<file path="src/sv/brr_pkg.sv">
// ----------------------------------------------------------------------------
// brr_pkg: shared types and constants
// field widths, request codes, register indexes and the pipeline control word
// ----------------------------------------------------------------------------
package brr_pkg;

  localparam int COORD_W   = 12;
  localparam int CH_W      = 8;
  localparam int PIX_W     = 3 * CH_W;
  localparam int SRC_CFG_W = 9;
  localparam int DST_CFG_W = 13;
  localparam int DST_MAX   = 4096;
  localparam int APB_AW    = 4;
  localparam int APB_DW    = 32;

  localparam logic REQ_LOAD    = 1'b0;
  localparam logic REQ_COMPUTE = 1'b1;

  localparam logic [1:0] REG_SRC_WIDTH  = 2'd0;
  localparam logic [1:0] REG_SRC_HEIGHT = 2'd1;
  localparam logic [1:0] REG_DST_WIDTH  = 2'd2;
  localparam logic [1:0] REG_DST_HEIGHT = 2'd3;

  typedef struct packed {
    logic               valid;
    logic               is_comp;
    logic               oor;
    logic [COORD_W-1:0] x;
    logic [COORD_W-1:0] y;
    logic [PIX_W-1:0]   rgb;
  } ctl_t;

endpackage

</file>
<file path="src/sv/brr_cfg.sv">
// ----------------------------------------------------------------------------
// brr_cfg: configuration registers
// apb register file with saturation of written sizes
// ----------------------------------------------------------------------------
module brr_cfg #(
  parameter int MAX_SRC_WIDTH  = 256,
  parameter int MAX_SRC_HEIGHT = 256
) (
  input  logic                           clk,
  input  logic                           rst,
  input  logic                           psel,
  input  logic                           penable,
  input  logic                           pwrite,
  input  logic [brr_pkg::APB_AW-1:0]     paddr,
  input  logic [brr_pkg::APB_DW-1:0]     pwdata,
  output logic [brr_pkg::APB_DW-1:0]     prdata,
  output logic                           pready,
  output logic [$clog2(MAX_SRC_WIDTH+1)-1:0]  src_width,
  output logic [$clog2(MAX_SRC_HEIGHT+1)-1:0] src_height,
  output logic [brr_pkg::DST_CFG_W-1:0]  dst_width,
  output logic [brr_pkg::DST_CFG_W-1:0]  dst_height
);

  localparam int SWW = $clog2(MAX_SRC_WIDTH + 1);
  localparam int SHW = $clog2(MAX_SRC_HEIGHT + 1);
  localparam int RST_W = (MAX_SRC_WIDTH < 256) ? MAX_SRC_WIDTH : 256;
  localparam int RST_H = (MAX_SRC_HEIGHT < 256) ? MAX_SRC_HEIGHT : 256;

  function automatic logic [31:0] sat(input logic [31:0] v, input logic [31:0] hi);
    logic [31:0] r;
    if (v == 32'd0) r = 32'd1;
    else if (v > hi) r = hi;
    else r = v;
    return r;
  endfunction

  logic        wr;
  logic [31:0] sw_v;
  logic [31:0] sh_v;
  logic [31:0] dw_v;
  logic [31:0] dh_v;

  assign pready = 1'b1;
  assign wr = psel && penable && pwrite;
  assign sw_v = sat(32'(pwdata[brr_pkg::SRC_CFG_W-1:0]), 32'(MAX_SRC_WIDTH));
  assign sh_v = sat(32'(pwdata[brr_pkg::SRC_CFG_W-1:0]), 32'(MAX_SRC_HEIGHT));
  assign dw_v = sat(32'(pwdata[brr_pkg::DST_CFG_W-1:0]), 32'(brr_pkg::DST_MAX));
  assign dh_v = dw_v;
  
  always_ff @(posedge clk) begin
    if (rst) begin
      src_width  <= SWW'(RST_W);
      src_height <= SHW'(RST_H);
      dst_width  <= brr_pkg::DST_CFG_W'(256);
      dst_height <= brr_pkg::DST_CFG_W'(256);
    end else if (wr) begin
      unique case (paddr[3:2])
        brr_pkg::REG_SRC_WIDTH:  src_width  <= sw_v[SWW-1:0];
        brr_pkg::REG_SRC_HEIGHT: src_height <= sh_v[SHW-1:0];
        brr_pkg::REG_DST_WIDTH:  dst_width  <= dw_v[brr_pkg::DST_CFG_W-1:0];
        brr_pkg::REG_DST_HEIGHT: dst_height <= dh_v[brr_pkg::DST_CFG_W-1:0];
        default: ;
      endcase
    end
  end

  always_comb begin
    unique case (paddr[3:2])
      brr_pkg::REG_SRC_WIDTH:  prdata = 32'(src_width);
      brr_pkg::REG_SRC_HEIGHT: prdata = 32'(src_height);
      brr_pkg::REG_DST_WIDTH:  prdata = 32'(dst_width);
      brr_pkg::REG_DST_HEIGHT: prdata = 32'(dst_height);
      default:                 prdata = '0;
    endcase
  end

endmodule

</file>
<file path="config.mk">
export PLATFORM = sky130hd
export DESIGN_NAME = brr_cfg
export DESIGN_NICKNAME = d
export VERILOG_FILES = /design/src/sv/brr_pkg.sv /design/src/sv/brr_cfg.sv
export SDC_FILE = /design/constraint.sdc
export NUM_CORES = 1
export LEC_CHECK = 0
export ABC_AREA = 1
export BUFFER_PORTS_ARGS = -buffer_cell sky130_fd_sc_hd__buf_2
export CAP_MARGIN = 20
export CORE_MARGIN = 2
export CORE_UTILIZATION = 44
export CTS_CLUSTER_DIAMETER = 200
export DETAILED_ROUTE_END_ITERATION = 16
export GPL_ROUTABILITY_DRIVEN = 0
export PLACE_DENSITY = 0.79
export SLEW_MARGIN = 20
export SYNTH_ARGS = -nofsm -noshare
export SYNTH_HDL_FRONTEND = slang
export SYNTH_SLANG_ARGS = --single-unit
export TNS_END_PERCENT = 100
</file>
<file path="constraint.sdc">
create_clock -name clk -period 1.3 [get_ports clk]
set_clock_uncertainty 0.2 [all_clocks]
set_input_delay 0.26 -clock clk [delete_from_list [all_inputs] [get_ports clk]]
set_output_delay 0.26 -clock clk [all_outputs]
set_load 0.03 [all_outputs]
</file>
* After elaboration in Yosys (flattened, before gate mapping)
Cells that the tools add are included.
** Operators by class
- Reductions and logical operators :: 9
- Muxes and demuxes :: 5
- Order comparisons :: 2
- Eq/ne operators :: 3
** Operator list (count)
- 32-bit one-hot mux with 4 select lines :: 1
- 13-bit two-way mux :: 2
- 9-bit two-way mux :: 2
- 13-bit greater-than comparator, second input constant :: 1
- 13-bit logical NOT :: 1
- 9-bit greater-than comparator, second input constant :: 1
- 9-bit logical NOT :: 1
- 2-bit AND reduction :: 4
- 2-bit equality test, second input constant :: 2
- 2-bit by 1-bit equality test with 1-bit output, second input constant :: 1
- 1-bit logical AND :: 2
- 2-bit logical NOT :: 1
** Word-level totals
- Output and inout port bits :: 77
- Input bits :: 41
- Word-level logic and storage cells :: 23
- Register bits :: 44

* Depth between registers and ports, before layout
- Depth in word-level cells :: 3
- Depth in mapped cells :: 8
- Gate-level depth less buffers :: 7

* Least setup slack after synthesis
Ideal clock, no wire load.
- Path kind :: register to output
- Start :: reg src_height[3]
- End :: out prdata[3] (netlist bit)
- Stages on the path, launching flop included :: 3
- Data required time :: 840 ps
- Arrival time :: 1149 ps
- Path slack :: -309 ps
- Cells stage by stage :: dfxtp_1 inv_1 o2111ai_1
** On the way
- Word-level cells in the longest chain between the ends :: 1
** RTL lines
- start, declared :: RTL line brr_cfg.sv:19 : output logic [$clog2(MAX_SRC_HEIGHT+1)-1:0] src_height,
- start signal, assigned :: RTL line brr_cfg.sv:53 : src_height <= SHW'(RST_H);
- start signal, assigned :: RTL line brr_cfg.sv:59 : brr_pkg::REG_SRC_HEIGHT: src_height <= sh_v[SHW-1:0];
- 32-bit one-hot mux with 4 select lines :: RTL line brr_cfg.sv:68 : unique case (paddr[3:2])
- end, declared :: RTL line brr_cfg.sv:16 : output logic [brr_pkg::APB_DW-1:0] prdata,
Every way passes these cells. The select of a mux whose other input is x is not followed.

* Final worst setup path
- Start :: reg src_height[0]
- End :: out prdata[0] (netlist bit)
Same word-level chain as after synthesis.

==> metrics.md <==
| Metric | Value |
|---|---|
| DIE AREA | 0.005452 sq mm |
| Die width | 73.84 um |
| Worst Hold End | dst_width[8] |
| Crit share post-route | 114.9% |
| Longest Clk Path Bufs | 2 |
| Sw frac | 29.50% |
| # hold bufs at CTS | 0 |
| Total clock buffers created by CTS | 5 |
| Worst stage delay on the critical path | 0.35 ns |
| Post-route antenna net violation count | 0 |
| Mean post-synth cell area | 7.324 sq um |
| Element type at the critical path start | register |
| Initial antenna violation count | 0 |
| # IOs | 118 |
| PwrDens | 859.9 mW/mm^2 |
| Commonest non-fill, non-tap cells in the layout | buf_4, nand2_1, dfxtp_2, o21ai_0, buf_6 |
| Yosys warning count | 0 |
| LEAKAGE | 1.575 nW |
| Per-cell routed wire length | 14.71 um |
| Bufs and invs on worst path | 1 |
| Dpl hpwl | 4535 um |
| Tot Pwr | 2.874 mW |
| Crit path max-delay family | flip-flops |
| Worst setup path category | register to primary output |
| Reg2reg start | dst_width[3] |
| Combinational share of power | 20.3% |
| H-Tree Depth | 2 |
| Global-route wire length before repair | 9942 um |
| Count of state elements after synthesis | 44 |
| Sw power | 0.8479 mW |
| Status | finished, violations left |
| Crit Path Max Fanout | 3 |
| IO Port Bufs | 76 |
| FMAX | 0.6697 GHz |
| Routed WL | 6886 um |
| Worst skew pair latency | 0.29 ns |
| Setup Viol. Count Final | 19 |
| Tmin final | 1.493 ns |
| Worst r2r path cells | 4 |
| Die height | 73.84 um |
| Area Overhead vs Synth | 55.74% |
| Hold Fails Final Rpt | 0 |
| RSZ-0062 raised after global routing | true |
| Worst vdd ir | 630.8 uV |
| Sequential fraction of design power | 49.0% |
| CTS root buffer | clkbuf_8 |
| Pint | 2.026 mW |
| Placed inst area | 0.002783 sq mm |
| DRC Markers | 0 |
| Reg-to-Reg End | dst_width[3] |
| Most common cell after layout, fill and taps aside | buf_4 |
| Via count | 2368 |
| Final net count | 441 |
| Sink Count | 44 |
| CP Data Arrival Time | 1.03 ns |
| Core region area | 0.004723 sq mm |
| CP max-delay cell | dfxtp_2 |
| DRT iter0 DRCs | 141 |
| Failing checks | negative setup slack |
| Hold WS | 0.02235 ns |
| Diode count | 0 |
| Gr usage total | 23.73% |
| Grt total ovfl | 0 |
| Distinct cell type count of the synthesized netlist | 24 |
| Largest net degree at the start of global routing | 33 |
| Max Cap Violations | 0 |
| Post-Syn Instances | 293 |
| Post-synthesis sequential area ratio | 41.05% |
| Rows | 25 |
| Reg2reg setup slack | 0.20 ns |
| HP Class | primary input to register |
| Vias in the first global route | 2156 |
| Post-synthesis cell area | 0.002146 sq mm |
| Hold wc startpoint | rst |
| Worst Hold Depth | 3 |
| 1st-pass router iterations | 5 |
| Clk pin slew, worst setup/hold paths | 0.08 ns |
| CP Cell Sequence | nand2_2, o2111ai_4, buf_6 |
| Clock Power Share | 30.7% |
| Critical Path RT | 0.84 ns |
| Slack of the critical path | -0.1932 ns |
| CTS tree | yes |
| Number of vias per cell | 5.060 |
| Slew Viols, Final | 0 |
| Final Cell Area | 0.003342 sq mm |
| Critical Path End Type | primary output |
| Share of layout cells above drive strength 1 | 49.38% |
| Initial Utilization | 45.43% |
| Fillers | 363 |
==> how the worst max path moves through the flow <==
stage	from	to	slack [ns]	cells after the start
after global routing	src_height[0]	prdata[0]	-0.24	3
after CTS	paddr[2]	prdata[3]	-0.18	6
final	src_height[0]	prdata[0]	-0.19	3
after floorplan	paddr[2]	prdata[8]	-0.02	6
after detailed placement	paddr[3]	prdata[0]	-0.42	7
after global placement	paddr[3]	prdata[0]	-0.38	7
==> kinds of logic after synthesis <==
kind of cell,synth area share (%)
DFF,41.05
buffers and inverters,15.45
and+or+nand+nor,22.97
AOI/OAI and AO/OA,20.17
other,0.3500
==> synthesized netlist by cell type <==
library cell,number,share of area (%)
conb_1,2,0.35
o211ai_1,2,0.70
a22o_1,4,1.6
nand3_1,5,1.2
o2111ai_1,2,0.82
inv_2,2,0.35
inv_1,19,3.3
a21oi_1,34,7.9
o21ai_1,3,0.70
nand4_1,7,2.0
clkbuf_1,4,0.70
buf_4,21,7.3
buf_6,5,2.6
and2_1,1,0.29
nand3_4,1,0.82
nor2_1,27,4.7
o21ai_0,36,8.4
buf_2,4,0.93
nor2_4,4,2.1
dfxtp_1,44,41
nand2_2,3,0.87
nor2_2,1,0.29
nand2_1,61,11
clkinv_1,1,0.17
==> layer usage <==
metal	part of all wire (%)	up-vias	global-route usage, %
li1	-	1138	-
met1	40	1112	29.87
met2	52	111	40.28
met3	6.7	7	5.350
met4	1.1	0	7.071
met5	0	-	0
==> through the flow <==
| stage | cells | TNS, ns | worst slack (ns) | utilization [%] |
|---|---|---|---|---|
| floorplan | 311 | -0.1222 | -0.01758 | - |
| global placement | 448 | -11.81 | -0.3753 | 58.91 |
| detailed placement | 448 | -13.05 | -0.4232 | 58.91 |
| CTS | 462 | -2.273 | -0.1799 | 67.68 |
| global route | 468 | -3.001 | -0.2374 | 70.76 |
| finish | 468 | -2.372 | -0.1932 | 70.76 |
==> repair_timing <==
item	4_1_cts	5_1_grt
resized for setup	104	49
pin swaps	13	4
cloned	0	2
endpoints found under the setup margin	46	63
setup buffers	6	4
==> worst reg2reg max path: stages (launching register included) <==
cell,delay (ns)
dfxtp_2,0.33
buf_6,0.11
buf_4,0.12
o21ai_0,0.16
a21oi_1,0.06
==> power by group through the flow <==
| stage | logic, mW | registers [mW] | clock network (mW) |
|---|---|---|---|
| 3_3_place_gp | 0.490 | 1.43 | 0 |
| 6_report | 0.584 | 1.41 | 0.882 |
| 5_1_grt | 0.624 | 1.41 | 0.945 |
| 2_1_floorplan | 0.314 | 1.49 | 0 |
| 3_5_place_dp | 0.496 | 1.43 | 0 |
| 4_1_cts | 0.551 | 1.40 | 0.885 |
==> registers in the layout, indices dropped and copies added, names as in the netlist <==
name        cells
dst_height     13
dst_width      13
src_height      9
src_width       9
==> final cells by class <==
cell class / instances / area, sq um / area share, %
Sequential cell: 44 / 935.9 / 28.00
Timing Repair Buffer: 114 / 1002 / 29.99
Multi-Input combinational cell: 212 / 1116 / 33.40
Timing Repair inverter: 1 / 6.256 / 0.1872
Inverter: 22 / 107.6 / 3.220
Clock buffer: 8 / 90.09 / 2.696
Tap cell: 67 / 83.83 / 2.508
No activity file was read; power rests on OpenSTA's default activity.
