$ cat src/sv/brr_pkg.sv
// ----------------------------------------------------------------------------
// brr_pkg: shared types and constants
// field widths, request codes, register indexes and the pipeline control word
// ----------------------------------------------------------------------------
package brr_pkg;

  localparam int COORD_W   = 12;
  localparam int CH_W      = 8;
  localparam int PIX_W     = 3 * CH_W;
  localparam int SRC_CFG_W = 9;
  localparam int DST_CFG_W = 13;
  localparam int DST_MAX   = 4096;
  localparam int APB_AW    = 4;
  localparam int APB_DW    = 32;

  localparam logic REQ_LOAD    = 1'b0;
  localparam logic REQ_COMPUTE = 1'b1;

  localparam logic [1:0] REG_SRC_WIDTH  = 2'd0;
  localparam logic [1:0] REG_SRC_HEIGHT = 2'd1;
  localparam logic [1:0] REG_DST_WIDTH  = 2'd2;
  localparam logic [1:0] REG_DST_HEIGHT = 2'd3;

  typedef struct packed {
    logic               valid;
    logic               is_comp;
    logic               oor;
    logic [COORD_W-1:0] x;
    logic [COORD_W-1:0] y;
    logic [PIX_W-1:0]   rgb;
  } ctl_t;

endpackage

$ cat src/sv/brr_axis.sv
// ----------------------------------------------------------------------------
// brr_axis: coordinate mapping along one axis
// multiply, one restoring divide step per stage, then clamp to the frame
// ----------------------------------------------------------------------------
module brr_axis #(
  parameter int SRC_MAX   = 256,
  parameter int IW        = 8,
  parameter int FRAC_BITS = 16
) (
  input  logic                            clk,
  input  logic                            en,
  input  logic [brr_pkg::COORD_W-1:0]     d,
  input  logic [$clog2(SRC_MAX+1)-1:0]    ssz,
  input  logic [brr_pkg::DST_CFG_W-1:0]   dsz,
  output logic [IW-1:0]                   base,
  output logic [IW-1:0]                   next,
  output logic [FRAC_BITS-1:0]            frac
);

  localparam int SZW = $clog2(SRC_MAX + 1);
  localparam int NW  = brr_pkg::COORD_W + SZW;
  localparam int DW  = brr_pkg::DST_CFG_W;
  localparam int QW  = IW + FRAC_BITS;
  localparam int N   = QW;

  logic [NW-1:0]  num0;
  logic [SZW-1:0] ssz0;
  logic [DW-1:0]  dsz0;
  logic [NW-1:0]  num_sh;

  logic [DW-1:0]  rem_q  [1:N];
  logic [IW-1:0]  nlo_q  [1:N];
  logic [QW-1:0]  quo_q  [1:N];
  logic [DW-1:0]  dsz_q  [1:N];
  logic [SZW-1:0] ssz_q  [1:N];

  // product of destination coordinate and source size
  always_ff @(posedge clk) begin
    if (en) begin
      num0 <= NW'(d) * NW'(ssz);
      ssz0 <= ssz;
      dsz0 <= dsz;
    end
  end

  // quotient fits in IW bits, so the top of the product starts as remainder
  assign num_sh = num0 >> IW;

  for (genvar k = 0; k < N; k++) begin : g_step
    logic [DW-1:0]  r_in;
    logic [IW-1:0]  n_in;
    logic [QW-1:0]  q_in;
    logic [DW-1:0]  d_in;
    logic [SZW-1:0] s_in;
    logic [DW:0]    t;
    logic           ge;
    logic [DW:0]    diff;

    if (k == 0) begin : g_first
      assign r_in = num_sh[DW-1:0];
      assign n_in = num0[IW-1:0];
      assign q_in = '0;
      assign d_in = dsz0;
      assign s_in = ssz0;
    end else begin : g_rest
      assign r_in = rem_q[k];
      assign n_in = nlo_q[k];
      assign q_in = quo_q[k];
      assign d_in = dsz_q[k];
      assign s_in = ssz_q[k];
    end

    assign t    = {r_in, n_in[IW-1]};
    assign ge   = t >= {1'b0, d_in};
    assign diff = t - {1'b0, d_in};

    always_ff @(posedge clk) begin
      if (en) begin
        rem_q[k+1] <= ge ? diff[DW-1:0] : t[DW-1:0];
        nlo_q[k+1] <= n_in << 1;
        quo_q[k+1] <= {q_in[QW-2:0], ge};
        dsz_q[k+1] <= d_in;
        ssz_q[k+1] <= s_in;
      end
    end
  end

  logic [31:0] b32;
  logic [31:0] s32;
  logic [31:0] bc32;
  logic [31:0] nx32;

  assign b32  = 32'(quo_q[N][QW-1:FRAC_BITS]);
  assign s32  = 32'(ssz_q[N]);
  assign bc32 = (b32 >= s32) ? s32 - 32'd1 : b32;
  assign nx32 = (bc32 + 32'd1 < s32) ? bc32 + 32'd1 : bc32;

  always_ff @(posedge clk) begin
    if (en) begin
      base <= bc32[IW-1:0];
      next <= nx32[IW-1:0];
      frac <= quo_q[N][FRAC_BITS-1:0];
    end
  end

endmodule

$ cat config.mk
export PLATFORM = sky130hd
export DESIGN_NAME = brr_axis
export DESIGN_NICKNAME = d
export VERILOG_FILES = /design/src/sv/brr_pkg.sv /design/src/sv/brr_axis.sv
export SDC_FILE = /design/constraint.sdc
export NUM_CORES = 2
export LEC_CHECK = 0
export BUFFER_PORTS_ARGS = -buffer_cell sky130_fd_sc_hd__buf_2
export CORE_MARGIN = 4
export CORE_UTILIZATION = 55
export DETAILED_ROUTE_END_ITERATION = 8
export HOLD_SLACK_MARGIN = 0.15
export PLACE_DENSITY = 0.67
export SLEW_MARGIN = 10
export SYNTH_ARGS = -nofsm -noshare
export SYNTH_HDL_FRONTEND = slang
export SYNTH_SLANG_ARGS = --single-unit
$ cat constraint.sdc
create_clock -name clk -period 5.4 [get_ports clk]
set_input_delay 0 -clock clk [delete_from_list [all_inputs] [get_ports clk]]
set_output_delay 0 -clock clk [all_outputs]
set_load 0.01 [all_outputs]
* Word level (Yosys, flattened, before mapping) *
Memory sizes are Yosys's and may differ from the RTL's.
Cells that the tools add are included.

operators by class
  multipliers = 1
  $add $sub $neg = 26
  muxes and demuxes = 28
  magnitude comparators = 26

operators by type and width
  cell                   count
  $ge 14x13->1           24
  $mux 13                24
  $sub 13x13->13         24
  $add 32x1->32 const B  1
  $lt 32x9->1            1
  $mux 32                1
  $mul 12x9->21          1
  $sub 9x1->10 const B   1
  $ge 8x9->1             1
  $mux 8                 1
  $mux 1                 2

storage, ports and cells
  bits in writable memories = 1,584
  memories = 5
  register bits after elaboration = 75
  input port bits = 36
  output and inout port bits = 32

memory list
  memory  words  width  read ports  clocked after Yosys merged registers in  wr ports  line            source
  quo_q   24     24     24          0                                        24        brr_axis.sv:33  logic [QW-1:0] quo_q [1:N];
  dsz_q   24     13     23          0                                        24        brr_axis.sv:34  logic [DW-1:0] dsz_q [1:N];
  rem_q   24     13     23          0                                        24        brr_axis.sv:31  logic [DW-1:0] rem_q [1:N];
  ssz_q   24     9      24          0                                        24        brr_axis.sv:35  logic [SZW-1:0] ssz_q [1:N];
  nlo_q   24     7      23          0                                        24        brr_axis.sv:32  logic [IW-1:0] nlo_q [1:N];

* Depth between registers and ports, before layout *
An unclocked memory read counts as a cell.

  depth in word-level cells = 6
  mapped depth = 22

* Worst setup path before layout *
Ideal clock, no wire load.

  path kind = reg-to-reg
  start = register, netlist name ssz_q[1][77]
  end = register next[1] (data pin)
  path slack = 975 ps
  path buffers = 3
  data arrival time = 4,163 ps
  library setup time = 262 ps
  cell stages (with the launch flop) = 20
  path through = edfxtp_1 clkbuf_1 inv_1 ha_1 and3_1 a31oi_1 nor2_1 clkbuf_1 mux2i_1 ha_1 clkbuf_1 and2_1 nand3_1 a21boi_0 ha_1 nand4bb_1 nor3_1 nand4_1 a221oi_4 mux2_1

RTL lines
  element                 line             source
  end signal: assignment  brr_axis.sv:101  next <= nx32[IW-1:0];
  end: declaration        brr_axis.sv:16   output logic [IW-1:0] next,

==> results.py <==
metrics = {
    "clocking": {
        "cts.path.max_buffers": 3,
        "cts_root_buf": "clkbuf_16",
        "clk_pin_slew_ns": 0.06,
        "htree_levels": 4,
        "cts_tree": "built",
        "cts_buffers": 130,
        "clock-sinks": 1217,
        "clock_latency_ns": 0.74,
    },
    "worst_hold_path": {
        "hold_path_depth": 2,
        "hold_path_class": "in2reg",
        "min_to": "g_step[0].s_in[0]",
        "holdCritStartpoint": "ssz[0]",
    },
    "sta": {
        "layout_min_cycle_time_ns": 4.878,
        "fin_tns_setup_ns": 0,
        "relSlewSlack_pct": 32.90,
        "finalHoldViolCount": 0,
        "fin_crit_sh_pct": 90.33,
        "setup_viol": 0,
        "maxSlewViolCount": 0,
        "fin_ws_ns": 0.5223,
        "fin_skew_ns": 0.04568,
        "rsz0062_at_grt": "no",
        "fmaxAchievable_ghz": 0.2050,
        "worstMarginPinSlew_ns": 0.9973,
    },
    "route": {
        "drtIter0Drc": 1974,
        "vias": 33562,
        "wirelength_mm": 105.9,
        "drc": 0,
        "routedWlPerCell_um": 17.42,
        "vias_per_cell": 5.522,
        "dr.pass1.iters": 5,
        "ant_nets": 0,
    },
    "finish": {
        "fillers": 7992,
        "multiInputGateArea_um2": 20320,
        "instances_no_fill": 6078,
        "drive_gt1_share_pct": 10.07,
        "ff_latch_area_um2": 36550,
        "syn_to_final_growth_pct": 11.59,
        "nets": 5097,
        "num_antenna_cells": 0,
    },
    "floorplanning": {
        "die_w_um": 335.4,
        "num_rows": 119,
        "initial_utilization_pct": 55.68,
        "dieArea_um2": 112500,
        "die-height_um": 335.4,
        "num_io_pins": 68,
        "coreArea_um2": 105900,
    },
    "critical_path": {
        "rr_worst_depth": 18,
        "cp_top_family": "compound AO/OA/AOI/OAI gates",
        "worstSetupStartpointType": "register",
        "reg2reg_to": "next[1]",
        "path_cells": "inv_1 -> ha_1 -> a211oi_1 -> nand3_1 -> a31oi_1 -> nor2_2 -> buf_4 -> a21oi_1 -> ha_2 -> and2_1 -> nand3_1 -> a21boi_0 -> ha_1 -> nand4bb_1 -> nor3_1 -> nand4_1 -> a221oi_4 -> mux2_1",
        "cpPeakStageDelay_ns": 0.44,
        "required_ns": 5.87,
        "slowest_stage": "edfxtp_1",
        "cp.arrival_ns": 5.35,
        "end_kind": "register",
        "r2r_setup_slack_ns": 0.52,
        "worstSetupPathType": "reg2reg",
        "r2r_start": "ssz_q[1][78]",
        "path_buf_inv": 2,
        "worstPathMaxFanout": 20,
        "crit_cells": 18,
    },
    "power_and_ir_drop": {
        "peakVddDrop_v": 0.0002970,
        "p_leak_nw": 25.67,
        "total_power_w": 0.03652,
        "powerDensity_nw_per_um2": 555.2,
    },
    "place": {
        "dp.cells": 5804,
        "dpl_worst_slack_ns": 0.4369,
        "dp_hpwl_mm": 73.42,
        "gp_congestion": 0.8572,
        "io_buffers": 67,
    },
    "synth": {
        "synth_edf_count": 1217,
        "syn_nets": 4890,
        "synthArstFlopShare_pct": 0,
        "ys.flop_type": "edfxtp_1",
        "synth_top_area_cell": "edfxtp_1",
        "synth_seq_cells": 1217,
        "seq_area_frac_synth_pct": 62.00,
        "synth_area_leaders": "edfxtp_1 62%, ha_1 8.0%, inv_1 3.2%",
        "netlist_area_um2": 58950,
        "ys_warn_count": 0,
        "postSynthAreaPerCell_um2": 13.45,
        "yosysUniqueCellTypes": 66,
        "syn_inst": 4383,
        "synth_top_area_share_pct": 62.00,
    },
    "global_routing": {
        "grt_usage_pct": 19.23,
        "grt_max_degree": 190,
        "grt_pass1_wl_mm": 173.7,
        "antenna_found_initial": 0,
        "grt_pass1_vias": 33807,
        "overflow": 0,
    },
    "flow_run": {
        "maxCapViolations": 0,
    },
    "run_status": {
        "status": "finished, final reports clean",
    },
}
## cell families after synthesis
group,count (synthesis),share of synthesized area [%]
compound gates,802,8.700
xor+xnor,213,3.165
fa+ha+maj,471,11.19
buf+inv,567,3.634
flops,1217,62.00
mux,192,3.602
simple gates,921,7.709
## what timing repair did
| action | 4_1_cts | 5_1_grt |
|---|---|---|
| endpoints found under the hold margin | 125 | 0 |
| hold buffers | 45 | 0 |
| endpoints found under the setup margin | 0 | 2 |
| buffers inserted | 0 | 0 |
| resized for setup | 0 | 1 |
## Yosys cell counts (all sizes together), types with 16 or more instances
| master | n |
|---|---|
| a21boi | 30 |
| a21o | 56 |
| a21oi | 270 |
| a311oi | 16 |
| a31oi | 35 |
| and2 | 57 |
| and3 | 35 |
| clkbuf | 51 |
| edfxtp | 1217 |
| fa | 94 |
| ha | 377 |
| inv | 504 |
| mux2 | 161 |
| mux2i | 31 |
| nand2 | 170 |
| nand2b | 62 |
| nand3 | 56 |
| nand4 | 34 |
| nor2 | 303 |
| nor2b | 69 |
| nor3 | 47 |
| nor4 | 23 |
| o21a | 112 |
| o21ai | 130 |
| o31ai | 22 |
| or2 | 16 |
| or4 | 31 |
| xnor2 | 155 |
| xor2 | 58 |
## cell type report
type | count | share of cell area (%)
sequential | 1217 | 55.56
clock buffer | 157 | 5.164
tap | 1391 | 2.646
timing repair buffer | 138 | 1.628
inverter | 504 | 2.876
clock inverter | 72 | 1.242
multi-input combinational | 2599 | 30.89
## worst reg2reg max path: stages, from the launching register on
cell and delay, ns:
edfxtp_1 0.44, inv_1 0.17, ha_1 0.29, a211oi_1 0.27
nand3_1 0.10, a31oi_1 0.33, nor2_2 0.19, buf_4 0.26
a21oi_1 0.26, ha_2 0.33, and2_1 0.22, nand3_1 0.12
a21boi_0 0.15, ha_1 0.18, nand4bb_1 0.18, nor3_1 0.17
nand4_1 0.17, a221oi_4 0.40, mux2_1 0.37
## cells in the final DEF (no fill, tap or decap), types with 30 or more instances in the layout
master	netlist	final
a21boi_0	30	30
a21o_1	56	56
a21oi_1	270	270
a31oi_1	35	35
and2_1	57	57
and3_1	35	35
buf_2	8	66
clkbuf_16	0	132
dlygate4sd3_1	0	45
edfxtp_1	1217	1217
fa_1	94	94
ha_1	377	376
inv_1	504	504
mux2_2	160	160
mux2i_1	31	31
nand2_1	170	170
nand2b_1	62	62
nand3_1	56	56
nand4_1	34	34
nor2_1	303	302
nor2b_1	69	69
nor3_1	47	47
o21a_1	112	112
o21ai_0	118	118
or4_1	30	30
xnor2_1	155	155
xor2_1	58	58
## sequential cells by signal, summed over array words and instances, names as in the netlist
name	count
num0	21
frac	16
dsz0	13
ssz_q	216
g_step.s_in	9
quo_q	300
rem_q	299
next	8
dsz_q	299
nlo_q	28
base	8
## per-layer routing
metal | routed length (um) | part of all wire [%] | global-route usage (%) | up-vias
li1 | - | - | - | 16455
met1 | 46920 | 44 | 25.28 | 16306
met2 | 51890 | 49 | 32.78 | 610
met3 | 4086 | 3.9 | 3.163 | 191
met4 | 3000 | 2.8 | 6.474 | 0
met5 | 0 | 0 | 0 | -
## report_power, final
part / internal (W) / total, W / switching [W]
Sequential: 0.0132 / 0.0141 / 0.000950
Combinational: 0.00625 / 0.0136 / 0.00737
Clock: 0.00511 / 0.00876 / 0.00365
## through the flow
step	util, %	instance area (um2)	hold WS, ns
2_1_floorplan	-	58950	0.09887
4_1_cts	62.13	65780	0.1524
3_5_place_dp	57.73	61110	0.1791
3_3_place_gp	57.73	61110	0.1774
6_report	62.14	65780	0.2105
5_1_grt	62.14	65780	0.1756
## worst max path at each step
stage,start,endpoint,slack (ns)
2_1_floorplan,ssz_q[1][77],next[1],0.97
3_3_place_gp,ssz_q[1][78],next[1],0.49
3_5_place_dp,ssz_q[1][78],next[1],0.44
4_1_cts,ssz_q[1][78],next[1],0.41
5_1_grt,ssz_q[1][78],next[1],0.05
6_report,ssz_q[1][78],next[1],0.52
Power figures use the tool's default switching activity.
